File: src/hdl/kft_pkg.sv
// Package: widths, config indices, opcodes, command/status types and controller states for the Kalman filter
package kft_pkg;

    localparam int DATA_W_DEF = 32;
    localparam int FRAC_DEF   = 16;
    localparam int REG_W      = 32;
    localparam int VAR_W      = 31;
    localparam int IDX_W      = 3;

    localparam logic [IDX_W-1:0] IDX_T00  = 3'd0;
    localparam logic [IDX_W-1:0] IDX_T01  = 3'd1;
    localparam logic [IDX_W-1:0] IDX_T10  = 3'd2;
    localparam logic [IDX_W-1:0] IDX_T11  = 3'd3;
    localparam logic [IDX_W-1:0] IDX_H0   = 3'd4;
    localparam logic [IDX_W-1:0] IDX_H1   = 3'd5;
    localparam logic [IDX_W-1:0] IDX_R    = 3'd6;
    localparam logic [IDX_W-1:0] IDX_INIT = 3'd7;

    // register file slots of the datapath
    typedef enum logic [4:0] {
        RS_X0, RS_X1, RS_P00, RS_P01, RS_P10, RS_P11,
        RS_Z, RS_Y, RS_PH0, RS_PH1, RS_S, RS_K0, RS_K1, RS_HP0, RS_HP1,
        RS_A00, RS_A01, RS_A10, RS_A11, RS_ACC,
        RS_F00, RS_F01, RS_F10, RS_F11, RS_H0, RS_H1, RS_R, RS_ZERO
    } slot_t;

    // accumulate operation
    typedef enum logic [1:0] {
        AC_LOAD, AC_ADD, AC_SUB
    } acc_op_t;

    typedef struct packed {
        logic    load;      // take input transaction
        logic    restart;
        logic    mul_go;    // acc (op)= a*b
        slot_t   mul_a;
        slot_t   mul_b;
        acc_op_t op;
        logic    add_go;    // acc (op)= a  (no multiply)
        logic    store;     // slot := acc
        slot_t   dst;
        logic    div_go;    // start divider: a / S
        slot_t   div_num;
        logic    div_store;
        slot_t   div_dst;
        logic    chk_s;
        logic    publish;
    } cmd_t;

    typedef struct packed {
        logic mul_busy;
        logic div_busy;
        logic degen;
    } stat_t;

    typedef enum logic [2:0] {
        ST_IDLE, ST_RUN, ST_WAIT, ST_DIV, ST_OUT
    } state_t;

endpackage

File: src/hdl/kft_ctrl.sv
// Controller: sequences the microprogram of the update and prediction
module kft_ctrl
    import kft_pkg::*;
(
    input  logic  clk,
    input  logic  rst_n,
    input  logic  in_valid,
    output logic  in_ready,
    input  logic  restart,
    output logic  out_valid,
    input  logic  out_ready,
    output logic  busy,
    input  stat_t stat,
    output cmd_t  cmd
);
    localparam int PCW   = 6;

    // step kinds
    typedef enum logic [2:0] {
        K_MUL, K_ADD, K_ST, K_CHK, K_DIV, K_END
    } kind_t;

    typedef struct packed {
        kind_t   kind;
        acc_op_t op;
        slot_t   a;
        slot_t   b;
    } step_t;

    function automatic step_t prog(input logic [PCW-1:0] pc);
        step_t s;
        begin
            s = '{K_END, AC_LOAD, RS_ZERO, RS_ZERO};
            case (pc)
                6'd0:  s = '{K_MUL, AC_LOAD, RS_H0, RS_X0};
                6'd1:  s = '{K_MUL, AC_ADD,  RS_H1, RS_X1};
                6'd2:  s = '{K_ST,  AC_LOAD, RS_Y, RS_ZERO};   // hx in y tmp
                6'd3:  s = '{K_ADD, AC_LOAD, RS_Z, RS_ZERO};
                6'd4:  s = '{K_ADD, AC_SUB,  RS_Y, RS_ZERO};
                6'd5:  s = '{K_ST,  AC_LOAD, RS_Y, RS_ZERO};
                6'd6:  s = '{K_MUL, AC_LOAD, RS_P00, RS_H0};
                6'd7:  s = '{K_MUL, AC_ADD,  RS_P01, RS_H1};
                6'd8:  s = '{K_ST,  AC_LOAD, RS_PH0, RS_ZERO};
                6'd9:  s = '{K_MUL, AC_LOAD, RS_P10, RS_H0};
                6'd10: s = '{K_MUL, AC_ADD,  RS_P11, RS_H1};
                6'd11: s = '{K_ST,  AC_LOAD, RS_PH1, RS_ZERO};
                6'd12: s = '{K_MUL, AC_LOAD, RS_H0, RS_PH0};
                6'd13: s = '{K_MUL, AC_ADD,  RS_H1, RS_PH1};
                6'd14: s = '{K_ADD, AC_ADD,  RS_R, RS_ZERO};
                6'd15: s = '{K_ST,  AC_LOAD, RS_S, RS_ZERO};
                6'd16: s = '{K_CHK, AC_LOAD, RS_ZERO, RS_ZERO};
                6'd17: s = '{K_DIV, AC_LOAD, RS_PH0, RS_K0};
                6'd18: s = '{K_DIV, AC_LOAD, RS_PH1, RS_K1};
                6'd19: s = '{K_MUL, AC_LOAD, RS_H0, RS_P00};
                6'd20: s = '{K_MUL, AC_ADD,  RS_H1, RS_P10};
                6'd21: s = '{K_ST,  AC_LOAD, RS_HP0, RS_ZERO};
                6'd22: s = '{K_MUL, AC_LOAD, RS_H0, RS_P01};
                6'd23: s = '{K_MUL, AC_ADD,  RS_H1, RS_P11};
                6'd24: s = '{K_ST,  AC_LOAD, RS_HP1, RS_ZERO};
                6'd25: s = '{K_ADD, AC_LOAD, RS_X0, RS_ZERO};
                6'd26: s = '{K_MUL, AC_ADD,  RS_K0, RS_Y};
                6'd27: s = '{K_ST,  AC_LOAD, RS_X0, RS_ZERO};
                6'd28: s = '{K_ADD, AC_LOAD, RS_X1, RS_ZERO};
                6'd29: s = '{K_MUL, AC_ADD,  RS_K1, RS_Y};
                6'd30: s = '{K_ST,  AC_LOAD, RS_X1, RS_ZERO};
                6'd31: s = '{K_ADD, AC_LOAD, RS_P00, RS_ZERO};
                6'd32: s = '{K_MUL, AC_SUB,  RS_K0, RS_HP0};
                6'd33: s = '{K_ST,  AC_LOAD, RS_P00, RS_ZERO};
                6'd34: s = '{K_ADD, AC_LOAD, RS_P01, RS_ZERO};
                6'd35: s = '{K_MUL, AC_SUB,  RS_K0, RS_HP1};
                6'd36: s = '{K_ST,  AC_LOAD, RS_P01, RS_ZERO};
                6'd37: s = '{K_ADD, AC_LOAD, RS_P10, RS_ZERO};
                6'd38: s = '{K_MUL, AC_SUB,  RS_K1, RS_HP0};
                6'd39: s = '{K_ST,  AC_LOAD, RS_P10, RS_ZERO};
                6'd40: s = '{K_ADD, AC_LOAD, RS_P11, RS_ZERO};
                6'd41: s = '{K_MUL, AC_SUB,  RS_K1, RS_HP1};
                6'd42: s = '{K_ST,  AC_LOAD, RS_P11, RS_ZERO};
                // prediction
                6'd43: s = '{K_MUL, AC_LOAD, RS_F00, RS_P00};
                6'd44: s = '{K_MUL, AC_ADD,  RS_F01, RS_P10};
                6'd45: s = '{K_ST,  AC_LOAD, RS_A00, RS_ZERO};
                6'd46: s = '{K_MUL, AC_LOAD, RS_F00, RS_P01};
                6'd47: s = '{K_MUL, AC_ADD,  RS_F01, RS_P11};
                6'd48: s = '{K_ST,  AC_LOAD, RS_A01, RS_ZERO};
                6'd49: s = '{K_MUL, AC_LOAD, RS_F10, RS_P00};
                6'd50: s = '{K_MUL, AC_ADD,  RS_F11, RS_P10};
                6'd51: s = '{K_ST,  AC_LOAD, RS_A10, RS_ZERO};
                6'd52: s = '{K_MUL, AC_LOAD, RS_F10, RS_P01};
                6'd53: s = '{K_MUL, AC_ADD,  RS_F11, RS_P11};
                6'd54: s = '{K_ST,  AC_LOAD, RS_A11, RS_ZERO};
                6'd55: s = '{K_MUL, AC_LOAD, RS_F00, RS_X0};
                6'd56: s = '{K_MUL, AC_ADD,  RS_F01, RS_X1};
                6'd57: s = '{K_ST,  AC_LOAD, RS_Z, RS_ZERO};   // new x0 parked
                6'd58: s = '{K_MUL, AC_LOAD, RS_F10, RS_X0};
                6'd59: s = '{K_MUL, AC_ADD,  RS_F11, RS_X1};
                6'd60: s = '{K_ST,  AC_LOAD, RS_X1, RS_ZERO};
                default: s = '{K_END, AC_LOAD, RS_ZERO, RS_ZERO};
            endcase
            return s;
        end
    endfunction

    // covariance tail: P_ij = A_i0*f_j0 + A_i1*f_j1, then x0 from the parked value
    function automatic step_t tail(input logic [3:0] t);
        step_t s;
        begin
            case (t)
                4'd0:  s = '{K_MUL, AC_LOAD, RS_A00, RS_F00};
                4'd1:  s = '{K_MUL, AC_ADD,  RS_A01, RS_F01};
                4'd2:  s = '{K_ST,  AC_LOAD, RS_P00, RS_ZERO};
                4'd3:  s = '{K_MUL, AC_LOAD, RS_A00, RS_F10};
                4'd4:  s = '{K_MUL, AC_ADD,  RS_A01, RS_F11};
                4'd5:  s = '{K_ST,  AC_LOAD, RS_P01, RS_ZERO};
                4'd6:  s = '{K_MUL, AC_LOAD, RS_A10, RS_F00};
                4'd7:  s = '{K_MUL, AC_ADD,  RS_A11, RS_F01};
                4'd8:  s = '{K_ST,  AC_LOAD, RS_P10, RS_ZERO};
                4'd9:  s = '{K_MUL, AC_LOAD, RS_A10, RS_F10};
                4'd10: s = '{K_MUL, AC_ADD,  RS_A11, RS_F11};
                4'd11: s = '{K_ST,  AC_LOAD, RS_P11, RS_ZERO};
                4'd12: s = '{K_ADD, AC_LOAD, RS_Z, RS_ZERO};
                4'd13: s = '{K_ST,  AC_LOAD, RS_X0, RS_ZERO};
                default: s = '{K_END, AC_LOAD, RS_ZERO, RS_ZERO};
            endcase
            return s;
        end
    endfunction

    state_t          state_reg, state_next;
    logic [PCW-1:0]  pc_reg, pc_next;
    logic [3:0]      tp_reg, tp_next;
    logic            tl_reg, tl_next;
    step_t           st;

    always_ff @(posedge clk or negedge rst_n)
    begin
        if (!rst_n)
        begin
            state_reg <= ST_IDLE;
            pc_reg    <= '0;
            tp_reg    <= '0;
            tl_reg    <= 1'b0;
        end
        else
        begin
            state_reg <= state_next;
            pc_reg    <= pc_next;
            tp_reg    <= tp_next;
            tl_reg    <= tl_next;
        end
    end

    always_comb
    begin
        state_next = state_reg;
        pc_next    = pc_reg;
        tp_next    = tp_reg;
        tl_next    = tl_reg;
        cmd        = '0;
        cmd.mul_a  = RS_ZERO;
        cmd.mul_b  = RS_ZERO;
        cmd.dst    = RS_ZERO;
        cmd.div_num = RS_ZERO;
        cmd.div_dst = RS_K0;
        cmd.op     = AC_LOAD;
        in_ready   = 1'b0;
        out_valid  = 1'b0;
        st         = tl_reg ? tail(tp_reg) : prog(pc_reg);
        case (state_reg)
            ST_IDLE:
            begin
                in_ready = 1'b1;
                if (in_valid)
                begin
                    cmd.load    = 1'b1;
                    cmd.restart = restart;
                    pc_next     = '0;
                    tp_next     = '0;
                    tl_next     = 1'b0;
                    state_next  = ST_RUN;
                end
            end
            ST_RUN:
            begin
                case (st.kind)
                    K_MUL, K_ADD:
                    begin
                        cmd.mul_go = (st.kind == K_MUL);
                        cmd.add_go = (st.kind == K_ADD);
                        cmd.mul_a  = st.a;
                        cmd.mul_b  = st.b;
                        cmd.op     = st.op;
                        state_next = ST_WAIT;
                    end
                    K_ST:
                    begin
                        cmd.store = 1'b1;
                        cmd.dst   = st.a;
                    end
                    K_CHK:
                    begin
                        cmd.chk_s = 1'b1;
                    end
                    K_DIV:
                    begin
                        cmd.div_go  = 1'b1;
                        cmd.div_num = st.a;
                        state_next  = ST_DIV;
                    end
                    default:
                    begin
                        if (tl_reg)
                        begin
                            state_next = ST_OUT;
                            cmd.publish = 1'b1;
                        end
                        else
                        begin
                            tl_next = 1'b1;
                            tp_next = '0;
                        end
                    end
                endcase
                if (st.kind == K_ST || st.kind == K_CHK)
                begin
                    if (tl_reg)
                        tp_next = tp_reg + 4'd1;
                    else if (st.kind == K_CHK && stat.degen)
                        pc_next = 6'd43;
                    else if (st.kind == K_ST && st.a == RS_Z)
                        pc_next = pc_reg + 6'd1;
                    else
                        pc_next = pc_reg + 6'd1;
                end
            end
            ST_WAIT:
            begin
                state_next = ST_RUN;
                if (tl_reg)
                    tp_next = tp_reg + 4'd1;
                else
                    pc_next = pc_reg + 6'd1;
            end
            ST_DIV:
            begin
                if (!stat.div_busy)
                begin
                    cmd.div_store = 1'b1;
                    cmd.div_dst   = st.b;
                    pc_next       = pc_reg + 6'd1;
                    state_next    = ST_RUN;
                end
            end
            ST_OUT:
            begin
                out_valid = 1'b1;
                if (out_ready)
                    state_next = ST_IDLE;
            end
            default:
                state_next = ST_IDLE;
        endcase
        busy = (state_reg != ST_IDLE);
    end

endmodule

File: config.mk
export PLATFORM = sky130hd
export DESIGN_NAME = kft_ctrl
export DESIGN_NICKNAME = d
export VERILOG_FILES = /design/src/hdl/kft_pkg.sv /design/src/hdl/kft_ctrl.sv
export SDC_FILE = /design/constraint.sdc
export NUM_CORES = 1
export LEC_CHECK = 0
export BUFFER_PORTS_ARGS = -buffer_cell sky130_fd_sc_hd__buf_2
export CAP_MARGIN = 25
export CORE_MARGIN = 3
export CORE_UTILIZATION = 30
export CTS_CLUSTER_DIAMETER = 150
export DETAILED_ROUTE_END_ITERATION = 8
export GPL_TIMING_DRIVEN = 1
export SKIP_LAST_GASP = 1
export SLEW_MARGIN = 15
export SYNTH_ARGS = -nofsm -noshare
export SYNTH_HDL_FRONTEND = slang
export SYNTH_SLANG_ARGS = --single-unit
File: constraint.sdc
create_clock -name clk -period 3.5 [get_ports clk]
set_input_delay 0.35 -clock clk [delete_from_list [all_inputs] [get_ports clk]]
set_output_delay 0.35 -clock clk [all_outputs]
set_load 0.005 [all_outputs]
# After elaboration in Yosys (flattened, before gate mapping)
# Memory sizes are Yosys's and may differ from the RTL's.
# Cells that the tools add are included.
dict set report word_totals {
  reg_bits 14
  latch_bits 0
  ram_bits 0
  mem_bits_ro 1168
  output_inout_bits 39
  n_memories 2
}
dict set report classes {
  addsub 2
  mul 0
  div_mod_pow 0
  order_cmp 0
  n_eq_ne 18
  n_shift 0
  muxes 38
  bitwise 0
  reduce_logical 15
}
# memory words word_bits rd rd_clocked_by_memory_dff wr line_no
set mem_list {}
lappend mem_list {{(no name shown)} 64 15 1 0 0 kft_ctrl.sv:34} ;# case (pc)
lappend mem_list {{(no name shown)} 16 13 1 0 0 kft_ctrl.sv:107} ;# case (t)
# cell count
set op_table {}
lappend op_table {{6-bit two-way mux} 10}
lappend op_table {{26-bit two-way mux} 1}
lappend op_table {{4-bit two-way mux} 6}
lappend op_table {{6-bit one-hot mux with 4 select lines} 1}
lappend op_table {{2-bit inequality test (second input constant)} 9}
lappend op_table {{15-bit two-way mux} 1}
lappend op_table {{3-bit one-hot mux with 5 select lines} 1}
lappend op_table {{14-bit two-way mux} 1}
lappend op_table {{3-bit by 2-bit == test with 1-bit output (second input constant)} 4}
lappend op_table {{3-bit two-way mux} 4}
lappend op_table {{4-bit one-hot mux with 3 select lines} 1}
lappend op_table {{3-bit one-hot mux with 3 select lines} 1}
lappend op_table {{1-bit two-way mux} 7}
lappend op_table {{6-bit by 1-bit adder with 6-bit output (second input constant)} 1}
lappend op_table {{3-bit by 1-bit == test with 1-bit output (second input constant)} 2}
lappend op_table {{3-bit == test (second input constant)} 2}
lappend op_table {{3-bit logical NOT} 2}
lappend op_table {{2-bit two-way mux} 3}
lappend op_table {{3-bit AND reduction} 2}
lappend op_table {{6-bit AND reduction} 1}
lappend op_table {{3-bit nonzero test} 2}
lappend op_table {{5-bit AND reduction} 1}
lappend op_table {{5-bit OR reduction} 1}
lappend op_table {{4-bit by 1-bit adder with 4-bit output (second input constant)} 1}
lappend op_table {{7 further kinds} 8}

# Logic depth before layout (Yosys ltp)
# An unclocked memory read counts as a cell.
dict set report logic_depth {
  depth_word 8
  depth_mapped 12
  ltp_nobuf 9
}

# Worst setup path before layout
# OpenSTA, ideal clock, no wires.
dict set report synth_timing {
  kind {register -> output}
  startpoint {register pc_reg[0]}
  endpoint {output cmd[28] (netlist bit)}
  arrival_time_ns 2.725
  slack_ns 0.425
  stages_incl_launch_ff 12
  path_buffers 3
  cell_sequence {dfrtp_1 -> clkbuf_1 -> inv_1 -> ha_1 -> buf_2 -> nor2_1 -> a2111oi_0 -> a31o_1 -> o21ai_4 -> or2_2 -> clkbuf_1 -> or2_2}
}
# element line_no
set synth_lines {}
lappend synth_lines {{start, declared} kft_ctrl.sv:129} ;# logic [PCW-1:0] pc_reg, pc_next;
lappend synth_lines {{start signal, assigned} kft_ctrl.sv:146} ;# pc_reg <= pc_next;
lappend synth_lines {{end, declared} kft_ctrl.sv:14} ;# output cmd_t cmd

==> impl_metrics.csv <==
group,metric,value,unit
run_status,status,"finished with violations",
run_status,violations,"hold timing",
placed_design,dpl_worst_slack,0.207,ns
logic_synthesis,yosys.area_share.simple,31.1,%
detailed_routing,ant_nets,0,
setup_path,r2r_start,"pc_reg[0]",
logic_synthesis,async_flop_share,100,%
placed_design,dp_hpwl,7660,microns
floorplan,ios,47,
setup_path,cp_max_fo,10,
sta,holdWs,-0.00507,ns
logic_synthesis,yosysTopAreaCellShare,11.4,%
logic_synthesis,ys.flop_type,"dfrtp_1",
clock_network,cts_hold_buffers,0,
global_routing,overflow,0,
floorplan,die_h,107,microns
logic_synthesis,synth_fp_nets,464,
setup_path,start_kind,"flop",
detailed_routing,num_vias,3411,
logic_synthesis,netlist_area,3060,sq um
detailed_routing,drt_pre_antenna_iters,5,
sta,finalSetupViolations,0,
clock_network,cts_setup_buffers,0,
sta,fmax,304,MHz
setup_path,slowest_delay,0.47,ns
layout,antenna_cells,0,
sta,fin_crit_sh,93.9,%
setup_path,path_cells,"inv_1 > ha_2 > nand2b_4 > a22o_1 > a31o_1 > o21ai_4 > nand2_1 > nor2_2 > nand2b_1 > buf_2",
setup_path,cp.required,3.15,ns
pwr,cellLeakagePower,1.40,nW
floorplan,core,9860,sq um
sta,slew_headroom,45.9,%
logic_synthesis,ys_top_cells_by_area,"dfrtp_1 (11%), ha_1 (7.4%), nand2_1 (6.7%)",
sta,rsz0062_at_grt,"no",
sta,fin_tns_setup,0,ns
logic_synthesis,syn_inst,438,
logic_synthesis,yosysSeqAreaShare,11.4,%
logic_synthesis,synth_cell_type_count,74,
logic_synthesis,synth_seq_cells,14,
sta,slew_viol_final,0,
sta,finalHoldViolCount,7,
floorplan,start_util,31.1,%
sta,period_needed,3.29,ns
worst_hold_path,min_path_type,"primary input to asynchronous set/reset pin",
setup_path,crit_arrival,2.94,ns
sta,skew,0.00519,ns
setup_path,endpoint_kind,"output pin",
layout,area_growth,12.7,%
clock_network,htreeDepth,1,
pwr,max-vdd-ir-drop,0.000439,V
global_routing,grt_usage,17.2,%
placed_design,port_buffers,44,
setup_path,critical_path.startpoint,"pc_reg[0]",
floorplan,die_width,107,microns
setup_path,critPathBufInv,2,
global_routing,grt_pass1_vias,3133,
logic_synthesis,yosys_warnings,0,
clock_network,root_buffer,"clkbuf_8",
detailed_routing,drc,0,
floorplan,std_cell_rows,36,
detailed_routing,wirelength,10000,microns
logic_synthesis,muxShareOfSynthArea,7.27,%
logic_synthesis,post-synth-top-area-cell,"dfrtp_1",
sta,worst_pin_slew,0.808,ns
clock_network,clkTransAtPathRegs,0.07,ns
layout,nNetsFinal,490,
placed_design,routabilityCongestion,0.939,
setup_path,cp_top_family,"compound AO/OA/AOI/OAI gates",
layout,fin_cells,595,
layout,largest_reg_flops,6,
global_routing,antenna_found_initial,0,
detailed_routing,vias_per_cell,5.73,
floorplan,fp.dieArea,11500,sq um
setup_path,slowest_stage,"dfrtp_2",
logic_synthesis,synth_top_family_by_area,"compound AO/OA/AOI/OAI gates",
logic_synthesis,synth_area_per_cell,6.99,sq um
clock_network,cts_resized,1,
detailed_routing,drt-initial-drc-count,270,
detailed_routing,avgRoutedWirePerCell,16.8,microns
clock_network,clock_sinks,14,
layout,layout_commonest_cell,"nand2_1",
placed_design,placed_cells,592,
job,drv_cap,0,
logic_synthesis,synth_compound_area_share,33.3,%
logic_synthesis,synth_edf_count,0,
logic_synthesis,synthAdderAreaFrac,7.35,%
clock_network,insertion_delay,0.25,ns
global_routing,grt_max_degree,34,
logic_synthesis,synthXorXnorAreaFrac,0.858,%
clock_network,clockBufferDepth,2,
layout,drive_gt1_share,22.3,%
setup_path,critPathKind,"flop to output pin",
global_routing,grt_pass1_wl,16200,microns
clock_network,cts_tree,"built",
pwr,power-per-cell-area,1090,nW/um^2
clock_network,cts_buffers,3,
layout,layout_common_cells,"nand2_1 (55), buf_2 (44), nor2_1 (43)",
sta,worst_slack,0.215,ns
[cell type report]
type                    count  area (sq um)
clock buffers               3          41.3
fillers                  1041          6410
inverters                  13          48.8
multi-input cells         368          2470
flip-flops and latches     14           353
well taps                 133           166
repair buffers             64           370
[power by group]
| part | leakage [nW] | internal (mW) | total, mW | switching [mW] |
|---|---|---|---|---|
| clock network | 0.0216 | 0.0765 | 0.142 | 0.0653 |
| logic | 1.19 | 1.33 | 3.25 | 1.92 |
| registers | 0.180 | 0.224 | 0.369 | 0.145 |
[per-stage QoR]
| step | total power [mW] | hold slack [ns] | area (sq um) | util [%] |
|---|---|---|---|---|
| 5_1_grt | 4.12 | 0.0239 | 3450 | 35.0 |
| 2_1_floorplan | 2.68 | 0.0544 | 3060 | - |
| 4_1_cts | 3.70 | 0.0128 | 3430 | 34.8 |
| 3_5_place_dp | 3.54 | 0.281 | 3390 | 34.3 |
| 6_report | 3.76 | -0.00507 | 3450 | 35.0 |
| 3_3_place_gp | 3.49 | 0.279 | 3390 | 34.3 |
[path summary, 6_finish.rpt]
check                                to  slack [ns]  depth (start not counted)
max in group asynchronous     pc_reg[0]        3.22                          1
max                             cmd[14]        0.21                         10
min                        state_reg[2]      -0.005                          1
min in group clk           state_reg[1]        0.43                          3
max reg2reg                   pc_reg[4]        0.41                          9
min reg2reg                   pc_reg[0]        0.63                          2
[per-layer routing]
layer / global-route usage, % / wire length [microns] / vias to the layer above
li1: - / - / 1654
met1: 25.4 / 4900 / 1602
met2: 27.1 / 4310 / 138
met3: 1.20 / 605 / 17
met4: 4.02 / 195 / 0
met5: 0 / 0 / -
[Yosys cell counts (4+ instances only)]
cell type,number
nand2_1,55
nor2_1,45
a21oi_1,31
o21ai_0,25
clkbuf_1,20
ha_1,18
nand2b_1,15
dfrtp_1,14
nand3_1,14
buf_2,12
inv_1,12
nor2b_1,11
a31oi_1,9
nor3_1,9
and2_1,7
o22ai_1,7
a211oi_1,6
a21o_1,6
mux2_2,6
mux4_2,6
or2_2,6
buf_1,5
nor3b_1,5
o211ai_1,5
o31ai_1,5
a21boi_0,4
buf_6,4
or3_1,4
[cell families (layout without fill, tap and decap cells)]
logic type                 count (synthesis)  in the layout
AOI/OAI and AO/OA                        144            144
xor gates and xnor gates                   3              3
muxes                                     14             14
DFF                                       14             14
and+or+nand+nor                          188            188
adders and majority gates                 18             18
buffers and inverters                     56             80
other                                      1              1
Power figures use the tool's default switching activity.
